$ cat config.mk
export PLATFORM = sky130hd
export DESIGN_NAME = lpkv_hash
export DESIGN_NICKNAME = d
export VERILOG_FILES = /design/src/hw/rtl/lpkv_pkg.sv /design/src/hw/rtl/lpkv_hash.sv
export SDC_FILE = /design/constraint.sdc
export NUM_CORES = 1
export LEC_CHECK = 0
export ABC_AREA = 1
export BUFFER_PORTS_ARGS = -buffer_cell sky130_fd_sc_hd__buf_2
export CORE_MARGIN = 2
export CORE_UTILIZATION = 55
export CTS_BUF_LIST = sky130_fd_sc_hd__clkbuf_16
export DETAILED_ROUTE_END_ITERATION = 12
export HOLD_SLACK_MARGIN = 0.15
export PLACE_DENSITY = 0.92
export SYNTH_ARGS = -nofsm -noshare
export SYNTH_HDL_FRONTEND = slang
export SYNTH_SLANG_ARGS = --single-unit
$ cat constraint.sdc
create_clock -name clk_i -period 3 [get_ports clk_i]
set_clock_uncertainty 0.15 [all_clocks]
set_input_delay 0.45 -clock clk_i [delete_from_list [all_inputs] [get_ports clk_i]]
set_output_delay 0.45 -clock clk_i [all_outputs]
set_load 0.1 [all_outputs]
$ cat src/hw/rtl/lpkv_pkg.sv
// Shared types, codes and byte helpers for the linear-probe key/value table.
// No dependencies; imported by lpkv_hash and linear_probe_key_value_table_core.
package lpkv_pkg;

  // Stream and configuration port widths
  localparam int IN_TDATA_W  = 144;
  localparam int OUT_TDATA_W = 72;
  localparam int CFG_IDX_W   = 2;
  localparam int CFG_DATA_W  = 7;

  // Request opcodes
  localparam logic [1:0] OP_INSERT = 2'd0;
  localparam logic [1:0] OP_GET    = 2'd1;
  localparam logic [1:0] OP_UPDATE = 2'd2;
  localparam logic [1:0] OP_DELETE = 2'd3;

  // Result status codes
  localparam logic [2:0] STAT_OK       = 3'd0;
  localparam logic [2:0] STAT_KEY_LONG = 3'd1;
  localparam logic [2:0] STAT_PAY_LONG = 3'd2;
  localparam logic [2:0] STAT_DUP      = 3'd3;
  localparam logic [2:0] STAT_FULL     = 3'd4;
  localparam logic [2:0] STAT_MISS     = 3'd5;

  // Configuration register indexes and reset values
  localparam logic [CFG_IDX_W-1:0] CFG_ACTIVE_SLOTS  = 2'd0;
  localparam logic [CFG_IDX_W-1:0] CFG_KEY_LIMIT     = 2'd1;
  localparam logic [CFG_IDX_W-1:0] CFG_PAYLOAD_LIMIT = 2'd2;

  localparam logic [6:0] ACTIVE_SLOTS_RST  = 7'd64;
  localparam logic [3:0] KEY_LIMIT_RST     = 4'd8;
  localparam logic [3:0] PAYLOAD_LIMIT_RST = 4'd8;

  // Ones in the leading n bytes (byte 0 is bits 63:56)
  function automatic logic [63:0] lead_mask(input logic [3:0] n);
    logic [63:0] m;
    if (n >= 4'd8) begin
      m = '1;
    end else begin
      m = ~({64{1'b1}} >> {n[2:0], 3'b000});
    end
    return m;
  endfunction

  // Bytes before the first zero byte, looking at no more than width bytes
  function automatic logic [3:0] str_len(input logic [63:0] v, input logic [3:0] width);
    logic [3:0] lim;
    logic [3:0] len;
    logic       stop;
    lim  = (width > 4'd8) ? 4'd8 : width;
    len  = lim;
    stop = 1'b0;
    for (int i = 0; i < 8; i++) begin
      if (!stop && (4'(i) < lim) && (v[63-8*i -: 8] == 8'd0)) begin
        len  = 4'(i);
        stop = 1'b1;
      end
    end
    return len;
  endfunction

endpackage

$ cat src/hw/rtl/lpkv_hash.sv
// Start-slot hash: byte sum of the key string, reduced modulo SLOT_COUNT by a
// reciprocal multiplication; sum, quotient and remainder are registered in turn. Uses lpkv_pkg.
module lpkv_hash #(
  parameter int SLOT_COUNT = 64,
  parameter int KEY_BYTES  = 8
) (
  input  logic                              clk_i,
  input  logic                              rst_ni,
  input  logic                              start_i,
  input  logic [63:0]                       key_i,
  input  logic [$clog2(SLOT_COUNT+1)-1:0]   active_i,
  output logic                              done_o,
  output logic [$clog2(SLOT_COUNT)-1:0]     slot_o
);
  import lpkv_pkg::*;

  localparam int IW  = $clog2(SLOT_COUNT);
  localparam int CW  = $clog2(SLOT_COUNT + 1);
  localparam int SW  = $clog2(KEY_BYTES * 255 + 1);
  localparam int SH  = SW + IW;
  localparam int MUL = ((1 << SH) + SLOT_COUNT - 1) / SLOT_COUNT;
  localparam int MW  = $clog2(MUL + 1);
  localparam int PRW = SW + MW;

  logic [63:0]    key_str;
  logic [SW-1:0]  sum;
  logic [SW-1:0]  sum_q;
  logic [PRW-1:0] prod;
  logic [SW-1:0]  quo_q;
  logic [31:0]    back;
  logic [IW-1:0]  rem_q;
  logic [2:0]     stage_q;

  assign key_str = key_i & lead_mask(str_len(key_i, 4'(KEY_BYTES)));

  always_comb begin
    sum = '0;
    for (int i = 0; i < KEY_BYTES; i++) begin
      sum = sum + SW'(key_str[63-8*i -: 8]);
    end
  end

  // Quotient by the rounded-up reciprocal is exact for every sum below 2**SW
  assign prod = PRW'(sum_q) * PRW'(MUL);
  assign back = 32'(quo_q) * 32'(SLOT_COUNT);

  always_ff @(posedge clk_i or negedge rst_ni) begin
    if (!rst_ni) begin
      stage_q <= '0;
    end else begin
      stage_q <= {stage_q[1:0], start_i};
    end
  end

  always_ff @(posedge clk_i) begin
    if (start_i) begin
      sum_q <= sum;
    end
    if (stage_q[0]) begin
      quo_q <= SW'(prod >> SH);
    end
    if (stage_q[1]) begin
      rem_q <= IW'(32'(sum_q) - back);
    end
  end

  assign done_o = stage_q[2];
  // Start beyond the active range falls back to slot 0
  assign slot_o = (CW'(rem_q) < active_i) ? rem_q : '0;

endmodule

==> results of run 1 <==
[metrics by stage]
step	util	hold slack [ns]	worst slack (ns)	area [um2]
after floorplan	-	0.00441	-1.31	2350
after global placement	0.823	0.0947	-1.56	3220
after detailed placement	0.823	0.102	-1.72	3220
after CTS	0.905	0.196	-1.35	3540
[what timing repair did]
item	CTS
endpoints found under the hold margin	3
buffers inserted	8
hold buffers	1
pin swaps	31
resized for setup	52
endpoints found under the setup margin	5
[routing by layer]
metal	overflow	track usage
met5	0	0.0375
met3	0	0.465
met4	28	0.895
met1	0	0.653
met2	46	0.995
[kinds of logic after synthesis]
kind of cell    Yosys count  share of synthesized area
flops                    15                      0.198
fa+ha+maj                38                      0.308
xor+xnor                  4                     0.0221
buf+inv                  93                      0.161
simple gates            144                      0.296
compound gates            6                     0.0153
==> impl.org, run 1 <==
** Outcome
- Result of the run :: did not finish
- Stage at which the run stopped :: 5_1_grt
- Tool error :: [ERROR GRT-0232] Routing congestion too high. Check the congestion heatmap in the GUI.

** Floorplan
- Measured along the x axis, the die boundary spans 67.3 um.
- Vertical extent of the die :: 67.3 um
- 81 I/O pins were placed.
- Effective utilization at floorplan :: 0.563
- Row count :: 23

** Synthesis
- Sequential-to-total area share from yosys stat :: 0.198
- Area share of the leading cell type in the synthesized netlist :: 0.245
- Synth cell count leaders :: inv_1, nand2_1, nor2_1, fa_1, nand3_1
- After synthesis, the share of flip-flops with an asynchronous set or reset is 0.200.
- Dominant synthesized flop cell :: edfxtp_1
- In this run the mean area of a mapped cell was 7.34 um2.
- Most frequent cell after synthesis :: inv_1
- Summing every instance area after synthesis gives 0.00220 mm2.
- Of all cell types, the one taking the most synthesized area is fa_1.
- Yosys mapped a number of flops with a built-in enable equal to 12.
- Synthesis produced a netlist whose cell count is 300.
- After synthesis the netlist holds a flip-flop and latch count of 15.
- Top cells by area in the synthesized netlist :: fa_1, edfxtp_1, inv_1
- The Yosys step of the flow raised 0 warnings.
- The number of different library cells used by synthesis comes to 28.
- When the netlist entered floorplanning its net count stood at 412.

** Clock network
- Number of buffers created by CTS :: 3
- Clock tree root driver cell :: clkbuf_16
- H-tree level count :: 1
- Largest buffer count on any clock path :: 2
- Total number of clock tree sinks :: 15

** GRT
- Final global-route overflow total :: 74
- Across every metal layer, demand over resource in global routing totals 0.728.
- Maximum number of pins on one net before global-route repair :: 10

** STA
- Worst endpoint type :: register input
- The global-route repair_timing pass left the worst setup endpoint at sum_q[3]$_DFFE_PP_/D.

** Place
- Once detailed placement completed, the half-perimeter wirelength came to 5.94 mm.
- During placement, the flow inserted port buffers numbering 80.
- Final weighted congestion in routability-driven placement :: 0.953
- Cell Count Post-Placement :: 483
==> run 2, diff against run 1 <==
- CORE_UTILIZATION: 55 -> 40
- CTS_BUF_LIST: sky130_fd_sc_hd__clkbuf_16 -> not set
- HOLD_SLACK_MARGIN: 0.15 -> not set
- PLACE_DENSITY: 0.92 -> not set
- PLACE_DENSITY_LB_ADDON: not set -> 0.15
==> run 2 against run 1 <==
Effect of this change:
- the flow now finishes, with violations (setup timing)
- synthesized cell count unchanged
- area after synthesis unchanged
==> impl.org, run 2 <==
** Outcome
- Result of the run :: finished, violations left
- The checks that failed: setup timing.

** Clock network
- The root buffer cell chosen for the clock tree is clkbuf_8.
- Clock latency reported for the late side of the worst-skew pair :: 0.24 ns
- Worst-path clk slew :: 0.06 ns
- Number of buffers created by CTS :: 3 (unchanged)
- The number of buffers between clock root and the deepest sink came to 2 (unchanged).
- TritonCTS built the clock tree.
- The number of sinks on the clock net came to 15 (unchanged).
- H-tree level count :: 1 (unchanged)

** Critical path
- The critical path is of the in2reg type.
- The worst setup path is launched from an input pin.
- Standard cell with the maximum stage delay on the critical path :: fa_1
- The largest single stage delay on the critical path is 0.52 ns.
- STA puts the critical path data arrival time at 4.13 ns.
- Worst path cell trace :: buf_8, nor2_4, nand2_2, nor2_4, nor2_4, nand2_8, nor2_8, nand2_4, buf_6, nor2_2, fa_2, fa_1, fa_1, inv_1, fa_1, inv_1, ha_2, nand2_1, nand2_1, a31oi_2, inv_1, nand3_1, nand2_1
- Data required, critical path :: 2.84 ns
- Of all nets on the critical path, the largest fanout is 5.
- STA classifies the critical path endpoint as a flop.

** STA
- Subtracting the final worst setup slack from the clock period gives 4.29 ns.
- For the final routed database, the setup TNS stands at -5.23 ns.
- Setup violations remaining at the end of the flow were counted as 5.
- Setup repair after global routing could not meet its margin everywhere.
- Least-Margin Pin Slew :: 0.585 ns
- Number of slew-limit violations in the final report :: 0
- Final worst-path setup slack :: -1.29 ns
- Dividing the final minimum period by the clock period gives 1.43.
- WHS :: 0.204 ns
- Timing-limited maximum frequency :: 233 MHz
- Max-Slew Margin vs Limit :: 0.609
- The number of hold violations in the final report came to 0.

** Place
- Half-perimeter wire length of the detailed placement result :: 4.98 mm (-16%)
- The pre-CTS worst setup slack was -1.63 ns (+0.0934 ns).
- Cell Count Post-Placement :: 513 (+6.2%)
- The count of buffers inserted at the top-level ports came to 80 (unchanged).
- The final weighted congestion in routability-driven placement came to 0.851 (-11%).

** Job
- Across the run, the number of max-cap violations was 0.

** Detailed routing
- The first routing iteration left 52 violations.
- First-pass iteration count of the detailed router :: 4
- Wires add up to 5.98 mm.
- Drt drc :: 0
- The detailed router placed 2308 vias in this run.
- Number of antenna-violating nets in the routed design :: 0
- Avg WL per Cell :: 11.3 um
- Using the TritonRoute via totals, the vias-per-cell ratio works out to 4.38.

** Synthesis
- FF+latch count, synth :: 15 (unchanged)
- Dominant synthesized flop cell :: edfxtp_1
- Average footprint of a synthesized cell :: 7.34 um2 (unchanged)
- Top cells by area in the synthesized netlist :: fa_1, edfxtp_1, inv_1
- Synth cell count leaders :: inv_1, nand2_1, nor2_1, fa_1, nand3_1
- Number of distinct library cells after synthesis :: 28 (unchanged)
- Post-synthesis cell area :: 0.00220 mm2 (unchanged)
- The share of async-settable or async-resettable flops after synthesis is 0.200 (unchanged).
- The fraction of the yosys area taken by sequential cells was 0.198 (unchanged).
- Most frequent cell after synthesis :: inv_1
- The count of synthesis-stage warnings from yosys is 0 (unchanged).
- The synthesized netlist cell count is 300 (unchanged).
- fa_1 takes more of the synthesized area than any other cell.
- Area share of the leading cell type in the synthesized netlist :: 0.245 (unchanged)
- Nets in the synthesized netlist :: 412 (unchanged)
- The number of flops mapped to enable cells by yosys came to 12 (unchanged).

** Layout
- The final layout contains 568 nets.
- The filler cells instantiated in the layout total 424.
- 0 antenna diodes ended up in the layout.
- Fraction of final layout cells sized beyond drive strength 1 :: 0.547
- Largest regs :: rem_q: 6 flops, sum_q: 6 flops, stage_q: 3 flops
- The library cells used most frequently in the layout, excluding fill and tap cells, are buf_4, inv_1, buf_2, nand2_1, nor2_2.
- Relative to the synthesized area, the layout overhead comes to 70.0%.
- Non-filler instance count after layout :: 527
- The library cell used most frequently in the layout, excluding fill and tap cells, is buf_4.

** GRT
- Entering global routing, the biggest net connects 9 pins.
- The via count of the first global-routing pass came to 2323.
- Final global-route overflow total :: 0
- In the global route stage, overall resource usage came out at 0.201.
- Wire length of the first global-routing pass :: 9.78 mm
- The number of antenna violations at the first check in global routing came to 0.

** Floorplan
- The boundary pin count came to 81 (unchanged).
- Row count :: 27 (+17%)
- Effective utilization at floorplan :: 0.408 (-0.155)
- Die Wd :: 78.2 um (+16%)
- Placeable core region :: 0.00541 mm2
- The die covers 0.00612 mm2.
- Vertical extent of the die :: 78.2 um (+16%)

** Power
- The share of total power dissipated in combinational logic is 0.736.
- IR analysis of the VDD net gives a maximum drop of 438 uV.
- Internal power summed over all cells :: 1100 uW
- The share of total power dissipated in the clock network is 0.077.
- Of the total power, the share spent switching nets is 0.452.
- Of the total power, registers draw 0.187.
- Total design power :: 2000 uW
- Pwr per Cell Area :: 533 mW/mm2
- Summed over all nets, the switching power comes to 902 uW.
- In this run the static leakage power is 0.00206 uW.

** Min path
- Worst min-delay path category :: reg2reg
-- run 2: area by class of cell --
class,instances,area (um2),area share
inverter,90,383,0.102
sequential,15,435,0.116
multi-input combinational,192,1660,0.443
clock buffer,4,45.0,0.0120
tap,72,90.1,0.0240
timing repair buffer,154,1130,0.302
-- run 2: layer usage --
layer  vias to the layer above  track usage  wire length [um]
li1                       1188            -                 -
met1                      1050        0.226              2280
met2                        63        0.409              3340
met3                         7       0.0161               282
met4                         0       0.0351                74
met5                         -            0                 0
-- run 2: worst paths after layout --
kind | start | end | slack (ns) | cells after the start
setup / recovery | key_i[44] | sum_q[5] | -1.29 | 23
hold / removal | stage_q[0] | stage_q[1] | 0.20 | 0
setup reg to reg | stage_q[1] | rem_q[2] | 2.05 | 0
hold reg to reg | stage_q[0] | stage_q[1] | 0.20 | 0
max in group asynchronous | rst_ni | stage_q[1] | 2.21 | 2
min in group asynchronous | rst_ni | stage_q[2] | 0.39 | 2
-- run 2: cells by family (layout without fill, tap and decap cells) --
kind of cell	after synthesis	count (layout)	synth area share
adders and majority gates	38	38	0.308
DFF	15	15	0.198
buffers and inverters	93	248	0.161
xor gates and xnor gates	4	4	0.0221
and+or+nand+nor	144	144	0.296
AOI/OAI and AO/OA	6	6	0.0153
-- run 2: worst max-delay path, delay by kind of cell --
kind	cells	cell delay, ns
buffers and inverters	5	0.38
AO/OA/AOI/OAI	1	0.16
adder cells (fa/ha/maj)	5	2.12
AND/OR/NAND/NOR	12	1.02
-- run 2: metrics by stage --
stage	util	area [um2]
2_1_floorplan	-	2350
5_1_grt	0.693	3750
6_report	0.693	3750
4_1_cts	0.666	3600
3_3_place_gp	0.612	3310
3_5_place_dp	0.612	3310
-- run 2: power by group through the flow --
stage | registers [uW] | logic [uW] | clock network [uW]
CTS | 374 | 1390 | 157
floorplan | 376 | 953 | 0
global route | 380 | 1640 | 167
detailed placement | 378 | 1350 | 0
finish | 374 | 1470 | 153
global placement | 374 | 1280 | 0
-- run 2: timing repair --
item / in CTS / in global routing
setup buffers: 7 / 3
hold buffers: 1 / 0
gates resized for setup: 51 / 40
endpoints found under the hold margin: 3 / 0
pin swaps: 31 / 15
setup endpoints to repair: 5 / 5
No activity file was read; power rests on OpenSTA's default activity.
==> run 3, diff against run 2 <==
- CELL_PAD_IN_SITES_DETAIL_PLACEMENT: not set -> 1
- CELL_PAD_IN_SITES_GLOBAL_PLACEMENT: not set -> 1
- CORE_UTILIZATION: 40 -> 38
- RECOVER_POWER: not set -> 25
- SLEW_MARGIN: not set -> 20
==> run 3 against run 2 <==
Effect of this change:
- the run now fails in 5_1_grt
- synthesized cell count stayed put
- area after synthesis unchanged
==> impl.org, run 3 <==
** Outcome
- Result of the run :: did not finish
- Stage at which the run stopped :: 5_1_grt
- The tool reported: "[ERROR GRT-0232] Routing congestion too high. Check the congestion heatmap in the GUI".

** Place
- The final weighted congestion in routability-driven placement was 0.866 (+1.7%).
- The detailed placement HPWL is 6.73 mm (+35%).
- The count of buffers inserted at the top-level ports is 80 (unchanged).

** Synthesis
- Top cells by area in the synthesized netlist :: fa_1, edfxtp_1, inv_1
- The number of distinct library cell variants in the gate-level netlist after synthesis is 28 (unchanged).
- Cells after Synth :: 300 (unchanged)
- The post-synthesis instance area was 0.00220 mm2 (unchanged).
- For this run, the leading register cell type out of synthesis is edfxtp_1.
- Post-synthesis async set-or-reset flop share :: 0.200 (unchanged)
- Area share of the leading cell type in the synthesized netlist :: 0.245 (unchanged)
- Sequential-to-total area share from yosys stat :: 0.198 (unchanged)
- Area leader, netlist :: fa_1
- The post-synthesis sequential element count was 15 (unchanged).
- Ys Warns :: 0 (unchanged)
- The net count after synthesis came to 412 (unchanged).
- Most frequent cell after synthesis :: inv_1
- Average footprint of a synthesized cell :: 7.34 um2 (unchanged)
- Number of enable-type register cells in the synthesized netlist :: 12 (unchanged)
- Synth cell count leaders :: inv_1, nand2_1, nor2_1, fa_1, nand3_1

** GRT
- Maximum number of pins on one net before global-route repair :: 10
- In the global route stage, overall resource usage came out at 0.725.
- Final global-route overflow total :: 181

** Floorplan
- Vertical extent of the die :: 80.1 um (+2.5%)
- Number of top-level design ports :: 81 (unchanged)
- The site row count is 27 (unchanged).
- Die Wd :: 80.1 um (+2.5%)
- The effective utilization at floorplan was 0.398 (-0.00994).

** STA
- When the global-route repair_timing finished, the worst setup path ended at sum_q[5]$_DFFE_PP_/D.
- After the last repair the worst path ends at a register input.

** Clock network
- The tree is rooted in a clkbuf_8.
- The CTS H-tree depth came to 1 (unchanged).
- The CTS buffer count was 3 (unchanged).
- Total number of clock tree sinks :: 15 (unchanged)
- The number of buffers between clock root and the deepest sink came to 2 (unchanged).
-- run 3: cell counts after synthesis --
Identical to the previous run, type by type.
-- run 3: logic make-up after synthesis --
kind of cell               synth area share
DFF                                   0.198
and+or+nand+nor                       0.296
adders and majority gates             0.308
xor gates and xnor gates             0.0221
AOI/OAI and AO/OA                    0.0153
buffers and inverters                 0.161
-- run 3: repair_timing --
item,CTS
gates resized for setup,85
endpoints found under the hold margin,3
buffers inserted,27
endpoints found under the setup margin,5
hold buffers,1
pin swaps,31
-- run 3: stage by stage --
step / area, um2 / TNS [ns] / setup slack (ns) / util / cells
4_1_cts: 3840 / -5.45 / -1.38 / 0.693 / 538
3_5_place_dp: 3250 / -7.29 / -1.71 / 0.587 / 506
3_3_place_gp: 3250 / -6.45 / -1.58 / 0.587 / 506
2_1_floorplan: 2350 / -5.25 / -1.31 / - / 300
-- run 3: layer usage --
| metal | GRT overflow | track usage |
|---|---|---|
| met1 | 0 | 0.664 |
| met2 | 107 | 0.990 |
| met3 | 0 | 0.401 |
| met4 | 74 | 0.942 |
| met5 | 0 | 0.0545 |
